`src/rtl/uart_rx_ring_fifo_assert.svh`:
```
// ----------------------------------------------------------------------------
// uart rx ring fifo assertion macros
// concurrent checks clocked on clk, held off while rst_n is low
// ----------------------------------------------------------------------------
`ifndef UART_RX_RING_FIFO_ASSERT_SVH
`define UART_RX_RING_FIFO_ASSERT_SVH

// same-cycle implication
`define URRF_ASSERT_NOW(label, ante, cons, msg) \
    label: assert property (@(posedge clk) disable iff (!rst_n) (ante) |-> (cons)) \
        else $error(msg);

// next-cycle implication
`define URRF_ASSERT_NEXT(label, ante, cons, msg) \
    label: assert property (@(posedge clk) disable iff (!rst_n) (ante) |=> (cons)) \
        else $error(msg);

`endif

```
`src/rtl/urrf_pkg.sv`:
```
// ----------------------------------------------------------------------------
// urrf_pkg
// shared types and constants of the serial receive ring buffer
// ----------------------------------------------------------------------------
package urrf_pkg;

    localparam int DEPTH_DEFAULT = 128;
    localparam int CAP_LIMIT     = 128;
    localparam int CAP_DEFAULT   = 64;
    localparam int CFG_W         = 8;
    localparam int BYTE_W        = 8;
    localparam int COUNT_W       = 7;
    localparam int ACTION_W      = 2;

    typedef enum logic [ACTION_W-1:0] {
        ACT_LINE   = 2'd0,
        ACT_READ   = 2'd1,
        ACT_STATUS = 2'd2,
        ACT_FLUSH  = 2'd3
    } action_t;

    typedef enum logic {
        ST_IDLE = 1'b0,
        ST_LOAD = 1'b1
    } ctrl_state_t;

    typedef struct packed {
        logic [ACTION_W-1:0] action;
        logic                byte_present;
        logic [BYTE_W-1:0]   line_byte;
        logic                overrun_seen;
        logic                frame_seen;
    } in_item_t;

    typedef struct packed {
        logic                read_valid;
        logic [BYTE_W-1:0]   read_byte;
        logic [COUNT_W-1:0]  unread_count;
        logic                overflow_flag;
        logic                overrun_flag;
        logic                framing_flag;
    } out_item_t;

    // controller to datapath
    typedef struct packed {
        logic exec;
        logic load;
    } dp_cmd_t;

    // datapath to controller
    typedef struct packed {
        logic out_valid;
    } dp_status_t;

endpackage

```
`src/rtl/urrf_req_if.sv`:
```
// ----------------------------------------------------------------------------
// urrf_req_if
// request channel: one action item with its line event fields
// ----------------------------------------------------------------------------
interface urrf_req_if;
    import urrf_pkg::*;

    logic                valid;
    logic                ready;
    logic [ACTION_W-1:0] action;
    logic                byte_present;
    logic [BYTE_W-1:0]   line_byte;
    logic                overrun_seen;
    logic                frame_seen;

    modport source (
        output valid, action, byte_present, line_byte, overrun_seen, frame_seen,
        input  ready
    );

    modport sink (
        input  valid, action, byte_present, line_byte, overrun_seen, frame_seen,
        output ready
    );

endinterface

```
`src/rtl/urrf_rsp_if.sv`:
```
// ----------------------------------------------------------------------------
// urrf_rsp_if
// result channel: popped byte, fill count and sticky flags
// ----------------------------------------------------------------------------
interface urrf_rsp_if;
    import urrf_pkg::*;

    logic               valid;
    logic               ready;
    logic               read_valid;
    logic [BYTE_W-1:0]  read_byte;
    logic [COUNT_W-1:0] unread_count;
    logic               overflow_flag;
    logic               overrun_flag;
    logic               framing_flag;

    modport source (
        output valid, read_valid, read_byte, unread_count,
               overflow_flag, overrun_flag, framing_flag,
        input  ready
    );

    modport sink (
        input  valid, read_valid, read_byte, unread_count,
               overflow_flag, overrun_flag, framing_flag,
        output ready
    );

endinterface

```
`src/rtl/urrf_ctrl.sv`:
```
// ----------------------------------------------------------------------------
// urrf_ctrl
// controller: accepts one item, then hands its result to the output register
// ----------------------------------------------------------------------------
module urrf_ctrl (
    input  logic                 clk,
    input  logic                 rst_n,
    input  logic                 req_valid,
    output logic                 req_ready,
    input  logic                 rsp_ready,
    input  urrf_pkg::dp_status_t status,
    output urrf_pkg::dp_cmd_t    cmd
);
    import urrf_pkg::*;

    ctrl_state_t state_reg;
    ctrl_state_t state_next;
    logic        slot_free;

    assign slot_free = !status.out_valid || rsp_ready;

    always_ff @(posedge clk or negedge rst_n)
    begin
        if (!rst_n)
        begin
            state_reg <= ST_IDLE;
        end
        else
        begin
            state_reg <= state_next;
        end
    end

    always_comb
    begin
        state_next = state_reg;
        unique case (state_reg)
            ST_IDLE:
            begin
                if (req_valid)
                begin
                    state_next = ST_LOAD;
                end
            end
            ST_LOAD:
            begin
                if (slot_free)
                begin
                    state_next = ST_IDLE;
                end
            end
            default:
            begin
                state_next = ST_IDLE;
            end
        endcase
    end

    always_comb
    begin
        req_ready = 1'b0;
        cmd       = '0;
        unique case (state_reg)
            ST_IDLE:
            begin
                req_ready = 1'b1;
                cmd.exec  = req_valid;
            end
            ST_LOAD:
            begin
                cmd.load = slot_free;
            end
            default:
            begin
                req_ready = 1'b0;
            end
        endcase
    end

endmodule

```
`src/rtl/urrf_dp.sv`:
```
// ----------------------------------------------------------------------------
// urrf_dp
// datapath: ring store, pointers, sticky flags, staging and output registers
// ----------------------------------------------------------------------------
module urrf_dp #(
    parameter int RING_DEPTH = urrf_pkg::DEPTH_DEFAULT
) (
    input  logic                           clk,
    input  logic                           rst_n,
    input  logic                           cfg_we,
    input  logic [urrf_pkg::CFG_W-1:0]     cfg_wdata,
    input  urrf_pkg::dp_cmd_t              cmd,
    input  urrf_pkg::in_item_t             item,
    input  logic                           rsp_ready,
    output urrf_pkg::out_item_t            result,
    output urrf_pkg::dp_status_t           status
);
    import urrf_pkg::*;

    // pointers never pass the largest legal capacity
    localparam int MEM_DEPTH = (RING_DEPTH < CAP_LIMIT) ? RING_DEPTH : CAP_LIMIT;
    localparam int PTR_W     = (MEM_DEPTH > 1) ? $clog2(MEM_DEPTH) : 1;
    localparam int CAP_W     = $clog2(MEM_DEPTH + 1);
    localparam int DEF_CAP   = (CAP_DEFAULT < MEM_DEPTH) ? CAP_DEFAULT : MEM_DEPTH;
    localparam logic [CAP_W-1:0]   DEF_CAP_V  = CAP_W'(DEF_CAP);
    localparam logic [CFG_W:0]     MEM_DEPTH_V = (CFG_W + 1)'(MEM_DEPTH);

    logic [BYTE_W-1:0] mem [MEM_DEPTH];

    logic [CAP_W-1:0]   cap_reg;
    logic [PTR_W-1:0]   wp_reg, wp_next;
    logic [PTR_W-1:0]   rp_reg, rp_next;
    logic               drop_reg, drop_next;
    logic               ovr_reg, ovr_next;
    logic               frm_reg, frm_next;
    logic               out_valid_reg, out_valid_next;

    logic               stg_valid_reg;
    logic [COUNT_W-1:0] stg_count_reg;
    logic               stg_drop_reg, stg_ovr_reg, stg_frm_reg;
    logic [BYTE_W-1:0]  rdata_reg;
    out_item_t          out_reg;

    action_t            act;
    logic [CAP_W-1:0]   wp_inc, rp_inc;
    logic [PTR_W-1:0]   wp_adv, rp_adv;
    logic               push, pop, drop, is_status;
    logic [CAP_W-1:0]   count;
    logic               cfg_bad;
    logic [CAP_W-1:0]   cap_new;

    // capacity sanitizing
    assign cfg_bad = (cfg_wdata == '0) || ({1'b0, cfg_wdata} > MEM_DEPTH_V);
    assign cap_new = cfg_bad ? DEF_CAP_V : CAP_W'(cfg_wdata);

    // pointer advance with wrap at the capacity
    assign wp_inc = CAP_W'(wp_reg) + CAP_W'(1);
    assign rp_inc = CAP_W'(rp_reg) + CAP_W'(1);
    assign wp_adv = (wp_inc >= cap_reg) ? '0 : PTR_W'(wp_inc);
    assign rp_adv = (rp_inc >= cap_reg) ? '0 : PTR_W'(rp_inc);

    assign act       = action_t'(item.action);
    assign is_status = (act == ACT_STATUS);
    assign push = (act == ACT_LINE) && item.byte_present && (wp_adv != rp_reg);
    assign drop = (act == ACT_LINE) && item.byte_present && (wp_adv == rp_reg);
    assign pop  = (act == ACT_READ) && (wp_reg != rp_reg);

    always_comb
    begin
        wp_next   = wp_reg;
        rp_next   = rp_reg;
        drop_next = drop_reg;
        ovr_next  = ovr_reg;
        frm_next  = frm_reg;
        unique case (act)
            ACT_LINE:
            begin
                if (push)
                begin
                    wp_next = wp_adv;
                end
                if (drop)
                begin
                    drop_next = 1'b1;
                end
                if (item.overrun_seen)
                begin
                    ovr_next = 1'b1;
                end
                if (item.frame_seen)
                begin
                    frm_next = 1'b1;
                end
            end
            ACT_READ:
            begin
                if (pop)
                begin
                    rp_next = rp_adv;
                end
            end
            ACT_STATUS:
            begin
                drop_next = 1'b0;
                ovr_next  = 1'b0;
                frm_next  = 1'b0;
            end
            ACT_FLUSH:
            begin
                wp_next   = '0;
                rp_next   = '0;
                drop_next = 1'b0;
            end
            default:
            begin
                wp_next = wp_reg;
            end
        endcase
    end

    // fill level after this item
    assign count = (wp_next >= rp_next)
                 ? (CAP_W'(wp_next) - CAP_W'(rp_next))
                 : (cap_reg - CAP_W'(rp_next) + CAP_W'(wp_next));

    always_comb
    begin
        out_valid_next = out_valid_reg;
        if (cmd.load)
        begin
            out_valid_next = 1'b1;
        end
        else if (rsp_ready)
        begin
            out_valid_next = 1'b0;
        end
    end

    always_ff @(posedge clk or negedge rst_n)
    begin
        if (!rst_n)
        begin
            cap_reg       <= DEF_CAP_V;
            wp_reg        <= '0;
            rp_reg        <= '0;
            drop_reg      <= 1'b0;
            ovr_reg       <= 1'b0;
            frm_reg       <= 1'b0;
            out_valid_reg <= 1'b0;
        end
        else
        begin
            out_valid_reg <= out_valid_next;
            if (cfg_we)
            begin
                cap_reg  <= cap_new;
                wp_reg   <= '0;
                rp_reg   <= '0;
                drop_reg <= 1'b0;
                ovr_reg  <= 1'b0;
                frm_reg  <= 1'b0;
            end
            else if (cmd.exec)
            begin
                wp_reg   <= wp_next;
                rp_reg   <= rp_next;
                drop_reg <= drop_next;
                ovr_reg  <= ovr_next;
                frm_reg  <= frm_next;
            end
        end
    end

    // ring store, one write or one read per item
    always_ff @(posedge clk)
    begin
        if (cmd.exec && push)
        begin
            mem[wp_reg] <= item.line_byte;
        end
        if (cmd.exec && pop)
        begin
            rdata_reg <= mem[rp_reg];
        end
    end

    // staging and output payload
    always_ff @(posedge clk)
    begin
        if (cmd.exec)
        begin
            stg_valid_reg <= pop;
            stg_count_reg <= COUNT_W'(count);
            stg_drop_reg  <= is_status ? drop_reg : drop_next;
            stg_ovr_reg   <= is_status ? ovr_reg  : ovr_next;
            stg_frm_reg   <= is_status ? frm_reg  : frm_next;
        end
        if (cmd.load)
        begin
            out_reg.read_valid    <= stg_valid_reg;
            out_reg.read_byte     <= stg_valid_reg ? rdata_reg : '0;
            out_reg.unread_count  <= stg_count_reg;
            out_reg.overflow_flag <= stg_drop_reg;
            out_reg.overrun_flag  <= stg_ovr_reg;
            out_reg.framing_flag  <= stg_frm_reg;
        end
    end

    assign result           = out_reg;
    assign status.out_valid = out_valid_reg;

endmodule

```
`src/rtl/uart_rx_ring_fifo.sv`:
```
// ----------------------------------------------------------------------------
// uart_rx_ring_fifo
// serial receive ring buffer, one slot kept empty, with sticky line flags
// ----------------------------------------------------------------------------
//
// channel   dir   handshake      carries
// req       in    valid/ready    action, byte_present, line_byte, overrun_seen,
//                                frame_seen
// rsp       out   valid/ready    read_valid, read_byte, unread_count,
//                                overflow_flag, overrun_flag, framing_flag
//
// each item goes through accept then load: the accept cycle updates pointers
// and flags and does the one ring store access; the load state then moves the
// staged result (with the registered read byte) into the output register
// a result left waiting on rsp holds one finished item while the next item
// is accepted and staged; the controller stays in its load state until the
// output register frees
// rst_n clears pointers, flags, capacity (to its default) and the fsm at
// once; the ring store itself is not cleared and needs no clearing pass
// a capacity write re-initializes pointers and all three flags
//
module uart_rx_ring_fifo #(
    parameter int RING_DEPTH = urrf_pkg::DEPTH_DEFAULT
) (
    input  logic                       clk,
    input  logic                       rst_n,
    input  logic                       cfg_we,
    input  logic [urrf_pkg::CFG_W-1:0] cfg_wdata,
    urrf_req_if.sink                   req,
    urrf_rsp_if.source                 rsp
);
    import urrf_pkg::*;

    `include "uart_rx_ring_fifo_assert.svh"

    dp_cmd_t    cmd;
    dp_status_t status;
    in_item_t   item;
    out_item_t  result;

    // pack the request fields for the datapath
    assign item.action       = req.action;
    assign item.byte_present = req.byte_present;
    assign item.line_byte    = req.line_byte;
    assign item.overrun_seen = req.overrun_seen;
    assign item.frame_seen   = req.frame_seen;

    // controller: idle / load sequencing
    urrf_ctrl u_ctrl (
        .clk       (clk),
        .rst_n     (rst_n),
        .req_valid (req.valid),
        .req_ready (req.ready),
        .rsp_ready (rsp.ready),
        .status    (status),
        .cmd       (cmd)
    );

    // datapath: ring store, pointers, flags, result registers
    urrf_dp #(
        .RING_DEPTH (RING_DEPTH)
    ) u_dp (
        .clk       (clk),
        .rst_n     (rst_n),
        .cfg_we    (cfg_we),
        .cfg_wdata (cfg_wdata),
        .cmd       (cmd),
        .item      (item),
        .rsp_ready (rsp.ready),
        .result    (result),
        .status    (status)
    );

    // unpack the result onto the output channel
    assign rsp.valid         = status.out_valid;
    assign rsp.read_valid    = result.read_valid;
    assign rsp.read_byte     = result.read_byte;
    assign rsp.unread_count  = result.unread_count;
    assign rsp.overflow_flag = result.overflow_flag;
    assign rsp.overrun_flag  = result.overrun_flag;
    assign rsp.framing_flag  = result.framing_flag;

    // one item in flight: an accept is followed by a cycle without ready
    `URRF_ASSERT_NEXT(a_one_in_flight, req.valid && req.ready, !req.ready,
        "item accepted while previous item still staged")

    // result transfer never overlaps an accept
    `URRF_ASSERT_NOW(a_load_vs_accept, cmd.load, !(req.valid && req.ready),
        "result load and item accept in the same cycle")

    // a result without a popped byte carries a zero byte
    `URRF_ASSERT_NOW(a_empty_byte_zero, rsp.valid && !rsp.read_valid,
        rsp.read_byte == '0, "nonzero read_byte without read_valid")

endmodule
```
`src/flat_wrapper.sv`:
```
// flat-port wrapper written by rule: the top's interface ports become plain ports
module uart_rx_ring_fifo_flat import urrf_pkg::*;
#(
    parameter int RING_DEPTH = urrf_pkg::DEPTH_DEFAULT
)
  (clk, rst_n, cfg_we, cfg_wdata, req_valid, req_action, req_byte_present, req_line_byte, req_overrun_seen, req_frame_seen, req_ready, rsp_valid, rsp_read_valid, rsp_read_byte, rsp_unread_count, rsp_overflow_flag, rsp_overrun_flag, rsp_framing_flag, rsp_ready);
  urrf_req_if req_i ();
  urrf_rsp_if rsp_i ();
  input  logic clk;
  input  logic rst_n;
  input  logic cfg_we;
  input  logic [urrf_pkg::CFG_W-1:0] cfg_wdata;
  input wire logic [$bits(req_i.valid)-1:0] req_valid;
  input wire logic [$bits(req_i.action)-1:0] req_action;
  input wire logic [$bits(req_i.byte_present)-1:0] req_byte_present;
  input wire logic [$bits(req_i.line_byte)-1:0] req_line_byte;
  input wire logic [$bits(req_i.overrun_seen)-1:0] req_overrun_seen;
  input wire logic [$bits(req_i.frame_seen)-1:0] req_frame_seen;
  output wire logic [$bits(req_i.ready)-1:0] req_ready;
  output wire logic [$bits(rsp_i.valid)-1:0] rsp_valid;
  output wire logic [$bits(rsp_i.read_valid)-1:0] rsp_read_valid;
  output wire logic [$bits(rsp_i.read_byte)-1:0] rsp_read_byte;
  output wire logic [$bits(rsp_i.unread_count)-1:0] rsp_unread_count;
  output wire logic [$bits(rsp_i.overflow_flag)-1:0] rsp_overflow_flag;
  output wire logic [$bits(rsp_i.overrun_flag)-1:0] rsp_overrun_flag;
  output wire logic [$bits(rsp_i.framing_flag)-1:0] rsp_framing_flag;
  input wire logic [$bits(rsp_i.ready)-1:0] rsp_ready;
  assign req_i.valid = req_valid;
  assign req_i.action = req_action;
  assign req_i.byte_present = req_byte_present;
  assign req_i.line_byte = req_line_byte;
  assign req_i.overrun_seen = req_overrun_seen;
  assign req_i.frame_seen = req_frame_seen;
  assign req_ready = req_i.ready;
  assign rsp_valid = rsp_i.valid;
  assign rsp_read_valid = rsp_i.read_valid;
  assign rsp_read_byte = rsp_i.read_byte;
  assign rsp_unread_count = rsp_i.unread_count;
  assign rsp_overflow_flag = rsp_i.overflow_flag;
  assign rsp_overrun_flag = rsp_i.overrun_flag;
  assign rsp_framing_flag = rsp_i.framing_flag;
  assign rsp_i.ready = rsp_ready;
  uart_rx_ring_fifo #(.RING_DEPTH(RING_DEPTH)) u_core (.clk(clk), .rst_n(rst_n), .cfg_we(cfg_we), .cfg_wdata(cfg_wdata), .req(req_i), .rsp(rsp_i));
endmodule
```
`config.mk`:
```
export PLATFORM = sky130hd
export DESIGN_NAME = uart_rx_ring_fifo_flat
export DESIGN_NICKNAME = d
export VERILOG_FILES = /design/src/rtl/urrf_pkg.sv /design/src/rtl/urrf_req_if.sv /design/src/rtl/urrf_rsp_if.sv /design/src/rtl/urrf_ctrl.sv /design/src/rtl/urrf_dp.sv /design/src/rtl/uart_rx_ring_fifo.sv /design/src/flat_wrapper.sv
export VERILOG_INCLUDE_DIRS = /design/src /design/src/rtl
export SDC_FILE = /design/constraint.sdc
export NUM_CORES = 1
export LEC_CHECK = 0
export BUFFER_PORTS_ARGS = -buffer_cell sky130_fd_sc_hd__buf_2
export CAP_MARGIN = 5
export CORE_MARGIN = 1.5
export CORE_UTILIZATION = 32
export CTS_BUF_LIST = sky130_fd_sc_hd__clkbuf_4
export CTS_CLUSTER_SIZE = 25
export DETAILED_ROUTE_END_ITERATION = 10
export GPL_ROUTABILITY_DRIVEN = 0
export HOLD_SLACK_MARGIN = 0.1
export SLEW_MARGIN = 15
export SYNTH_ARGS = -nofsm -noshare
export SYNTH_HDL_FRONTEND = slang
export SYNTH_SLANG_ARGS = --single-unit
export TNS_END_PERCENT = 5
```
`constraint.sdc`:
```
create_clock -name clk -period 5.5 [get_ports clk]
set_clock_uncertainty 0.15 [all_clocks]
set_input_delay 0.275 -clock clk [delete_from_list [all_inputs] [get_ports clk]]
set_output_delay 0.275 -clock clk [all_outputs]
set_load 0.02 [all_outputs]
```
==> run_results.csv <==
group,metric,value,unit
outcome,status,"complete, but fails checks",
outcome,violations,"negative setup slack",
cells_and_area,regArea,32600,um^2
detailed_routing,drt_first_pass_iters,7,
timing,slew_headroom,24.1,%
power,leakage,16.6,nW
cells_and_area,regMostFlops,"u_core.u_dp.mem",
yosys,ys_ff_latch,1089,
global_routing,top_usage_layer,"met2",
critical_path,crit_required,6.19,ns
power,irDropWorstVdd,0.000160,V
yosys,yosysTopAreaCell,"edfxtp_1",
timing,period_share,100,%
placed_design,dp_hpwl,65.1,mm
die,core_area,136000,um^2
clocking,htreeDepth,5,
cells_and_area,post-route-util,38.2,%
detailed_routing,drt_iter0_drc,2314,
timing,rsz0062_at_grt,"yes",
timing,setup_violations,1,
yosys,synth_fa_ha_area_share,1.34,%
die,chipWidth,374,um
yosys,synth_edf_count,1062,
yosys,synth-simple-area-share,2.94,%
critical_path,critPathCaptureType,"register",
timing,final.setup.tns,-0.0165,ns
detailed_routing,drc_errors,0,
cells_and_area,fin_nets,2632,
yosys,synth-seq-area-share,74.1,%
hold_path,hp-class,"input port to register",
yosys,yosysTopAreaCellShare,72.6,%
critical_path,worstPathArrival,6.20,ns
cells_and_area,syn_to_final_growth,18.0,%
global_routing,grt_use_met2,24.7,%
clocking,cts-root-buf,"clkbuf_4",
cells_and_area,fill_cells,12278,
timing,whs,0.207,ns
die,die_h,374,um
global_routing,grt_max_degree,90,
cells_and_area,largest_reg_flops,1024,
cells_and_area,multiInputGateArea,11000,um^2
timing,finalWorstPathRequiredPeriod,5.52,ns
critical_path,cp-start-kind,"register",
yosys,syn_avg_cell_area,21.3,um^2
detailed_routing,routed_wl,108,mm
detailed_routing,detail_route.vias_per_cell,5.11,
yosys,synth_area_leaders,"edfxtp_1, mux4_2, dfrtp_1, nor2_1, ha_1",
critical_path,worstPathMaxFanout,5,
die,die_area,140000,um^2
yosys,syn_nets,2132,
yosys,synth_ff_type,"edfxtp_1",
die,ioPinCount,47,
global_routing,grt_pass1_vias,24210,
yosys,yosysUniqueCellTypes,70,
yosys,synth_mux_area_share,17.7,%
cells_and_area,drive_gt1_share,39.2,%
clocking,cts_tree,"built",
global_routing,grt_antenna_before_repair,5,
power,power,17.9,mW
yosys,synth_cells,2063,
clocking,clock_path_buffers,4,
timing,max_freq,0.181,GHz
power,power_per_cell_area,345,nW/um^2
timing,slew_viol_final,0,
yosys,synth_area,43900,um^2
die,start_util,32.4,%
global_routing,grt_usage,15.5,%
global_routing,use_met3,3.35,%
timing,max_slew.worst_pin.slew,1.14,ns
timing,hold_violations,0,
critical_path,crit_type,"register to register",
yosys,synth-compound-area-share,1.81,%
yosys,synth_top_family_by_area,"multiplexers",
global_routing,overflow,0,
detailed_routing,ant_nets,0,
die,rows,135,
clocking,clk_pin_slew,0.06,ns
clocking,cts_sinks,1089,
global_routing,grt_pass1_wl,160,mm
yosys,yosys_warnings,0,
placed_design,io_buffers,46,
clocking,numCtsBuffers,296,
run,drv_cap,0,
global_routing,gr-usage-met1,20.9,%
detailed_routing,vias,23051,
clocking,clk_latency,1.10,ns
detailed_routing,wire_per_inst,24.0,um
timing,fin_ws,-0.0165,ns
yosys,async_flop_share,2.48,%
yosys,synth-xor-area-share,0.595,%
==> path summary, 6_finish.rpt <==
check                                                        from                                      to  slack (ns)  cells past startpoint
worst max-delay path            u_core.u_dp.wp_reg[1]$_DFFE_PN0P_  u_core.u_dp.stg_count_reg[6]$_DFFE_PP_       -0.02                     26
min in group asynchronous                                   rst_n          u_core.u_dp.status$_DFFE_PN0P_        0.63                      5
worst max register to register  u_core.u_dp.wp_reg[1]$_DFFE_PN0P_  u_core.u_dp.stg_count_reg[6]$_DFFE_PP_       -0.02                     26
max in group asynchronous                                   rst_n      u_core.u_dp.cap_reg[6]$_DFFE_PN1P_        4.30                      5
worst min register to register  u_core.u_dp.stg_ovr_reg$_DFFE_PP_         u_core.u_dp.result[1]$_DFFE_PP_        0.25                      0
worst min-delay path                             req_line_byte[3]       u_core.u_dp.mem[125][3]$_DFFE_PP_        0.21                      2
==> report_power, final <==
| part | leakage (nW) | internal [mW] | switching, mW |
|---|---|---|---|
| clock network | 2.04 | 3.62 | 3.13 |
| logic | 4.68 | 0.865 | 1.06 |
| registers | 9.91 | 9.19 | 0.0369 |
==> cells in the mapped netlist (4+ instances only) <==
library cell and instances:
nor3_1 8, mux2_2 9, buf_4 5, buf_1 16
nor2b_1 9, and2_1 10, ha_1 36, dfrtp_1 26
nor3b_1 4, buf_2 33, a31oi_1 5, clkbuf_1 49
inv_1 37, nand2_1 42, o21ai_0 24, nand3_1 16
o22ai_1 7, a21o_1 10, nand2b_1 6, edfxtp_1 1062
a211oi_1 6, xnor2_1 17, mux2i_1 9, mux4_2 336
nor2_1 155, a21oi_1 29, fa_1 7, nand2_2 6
xor2_1 11, a31o_2 4, buf_6 8
==> per-stage QoR <==
stage	instances	setup WS (ns)	cell area, um^2
2_1_floorplan	2063	0.0113	44000
3_3_place_gp	3956	-0.0631	47300
3_5_place_dp	3956	-0.174	47300
4_1_cts	4493	0.0126	51500
5_1_grt	4510	-0.228	51900
6_report	4511	-0.0165	51900
==> cell type report <==
type | instances | share of cell area [%]
Multi-Input combinational cell | 826 | 21.2
Sequential cell | 1089 | 62.8
Clock inverter | 60 | 0.767
Antenna cell | 4 | 0.0193
Clock buffer | 401 | 5.81
Timing Repair Buffer | 313 | 4.80
Inverter | 37 | 0.268
Tap cell | 1781 | 4.30
==> placed cells by master, fill, tap and decap left out, types with 5 or more instances in the layout <==
cell type	n
mux4_2	336
mux2i_1	9
inv_2	6
o22ai_1	7
a31oi_1	5
edfxtp_1	1062
clkbuf_4	401
o21ai_0	19
dlygate4sd3_1	73
bufinv_16	6
nand2_2	7
fa_1	6
nand2_1	41
buf_2	38
mux2_2	9
inv_1	35
xor2_1	9
nand2b_1	6
a21o_1	10
ha_1	29
buf_4	195
nor2_1	152
nor3_1	8
clkinv_1	44
nand3_1	12
and2_1	10
ha_4	6
a21oi_1	25
dfrtp_1	19
nor2b_1	9
xnor2_1	16
a211oi_1	5
==> worst max-delay path, cell delays in order, from the launching register on <==
cell      delay, ns
dfrtp_1        0.42
ha_4           0.19
buf_4          0.14
xor2_2         0.16
ha_4           0.17
or4_4          0.49
a21oi_4        0.14
o31a_1         0.30
buf_6          0.17
nand3_2        0.08
a22oi_2        0.31
a21boi_4       0.12
buf_6          0.13
buf_4          0.15
nor2_4         0.08
nor2_2         0.04
a31o_2         0.26
fa_1           0.52
inv_2          0.05
ha_4           0.22
a21oi_4        0.15
o21bai_1       0.07
a21oi_1        0.20
xnor2_1        0.15
xnor2_1        0.15
xnor2_1        0.14
mux2i_1        0.08
==> logic make-up (layout without fill, tap and decap cells) <==
logic type                 after synthesis  after routing
DFF                                   1089           1089
muxes                                  354            354
and+or+nand+nor                        281            281
buffers and inverters                  148            811
AOI/OAI and AO/OA                      119            119
adders and majority gates               43             43
xor gates and xnor gates                29             29
other                                    0              4
==> per-layer routing <==
| metal | routed length [um] | part of all wire (%) |
|---|---|---|
| met1 | 45000 | 42 |
| met2 | 52800 | 49 |
| met3 | 8130 | 7.5 |
| met4 | 2450 | 2.3 |
| met5 | 0 | 0 |
==> what timing repair did <==
action / 4_1_cts / 5_1_grt
endpoints found under the hold margin: 1072 / 0
buffers inserted: 1 / 14
pin swaps: 3 / 25
hold buffers: 75 / 0
resized for setup: 12 / 48
setup endpoints to repair: 5 / 7
No activity file was read; power rests on OpenSTA's default activity.
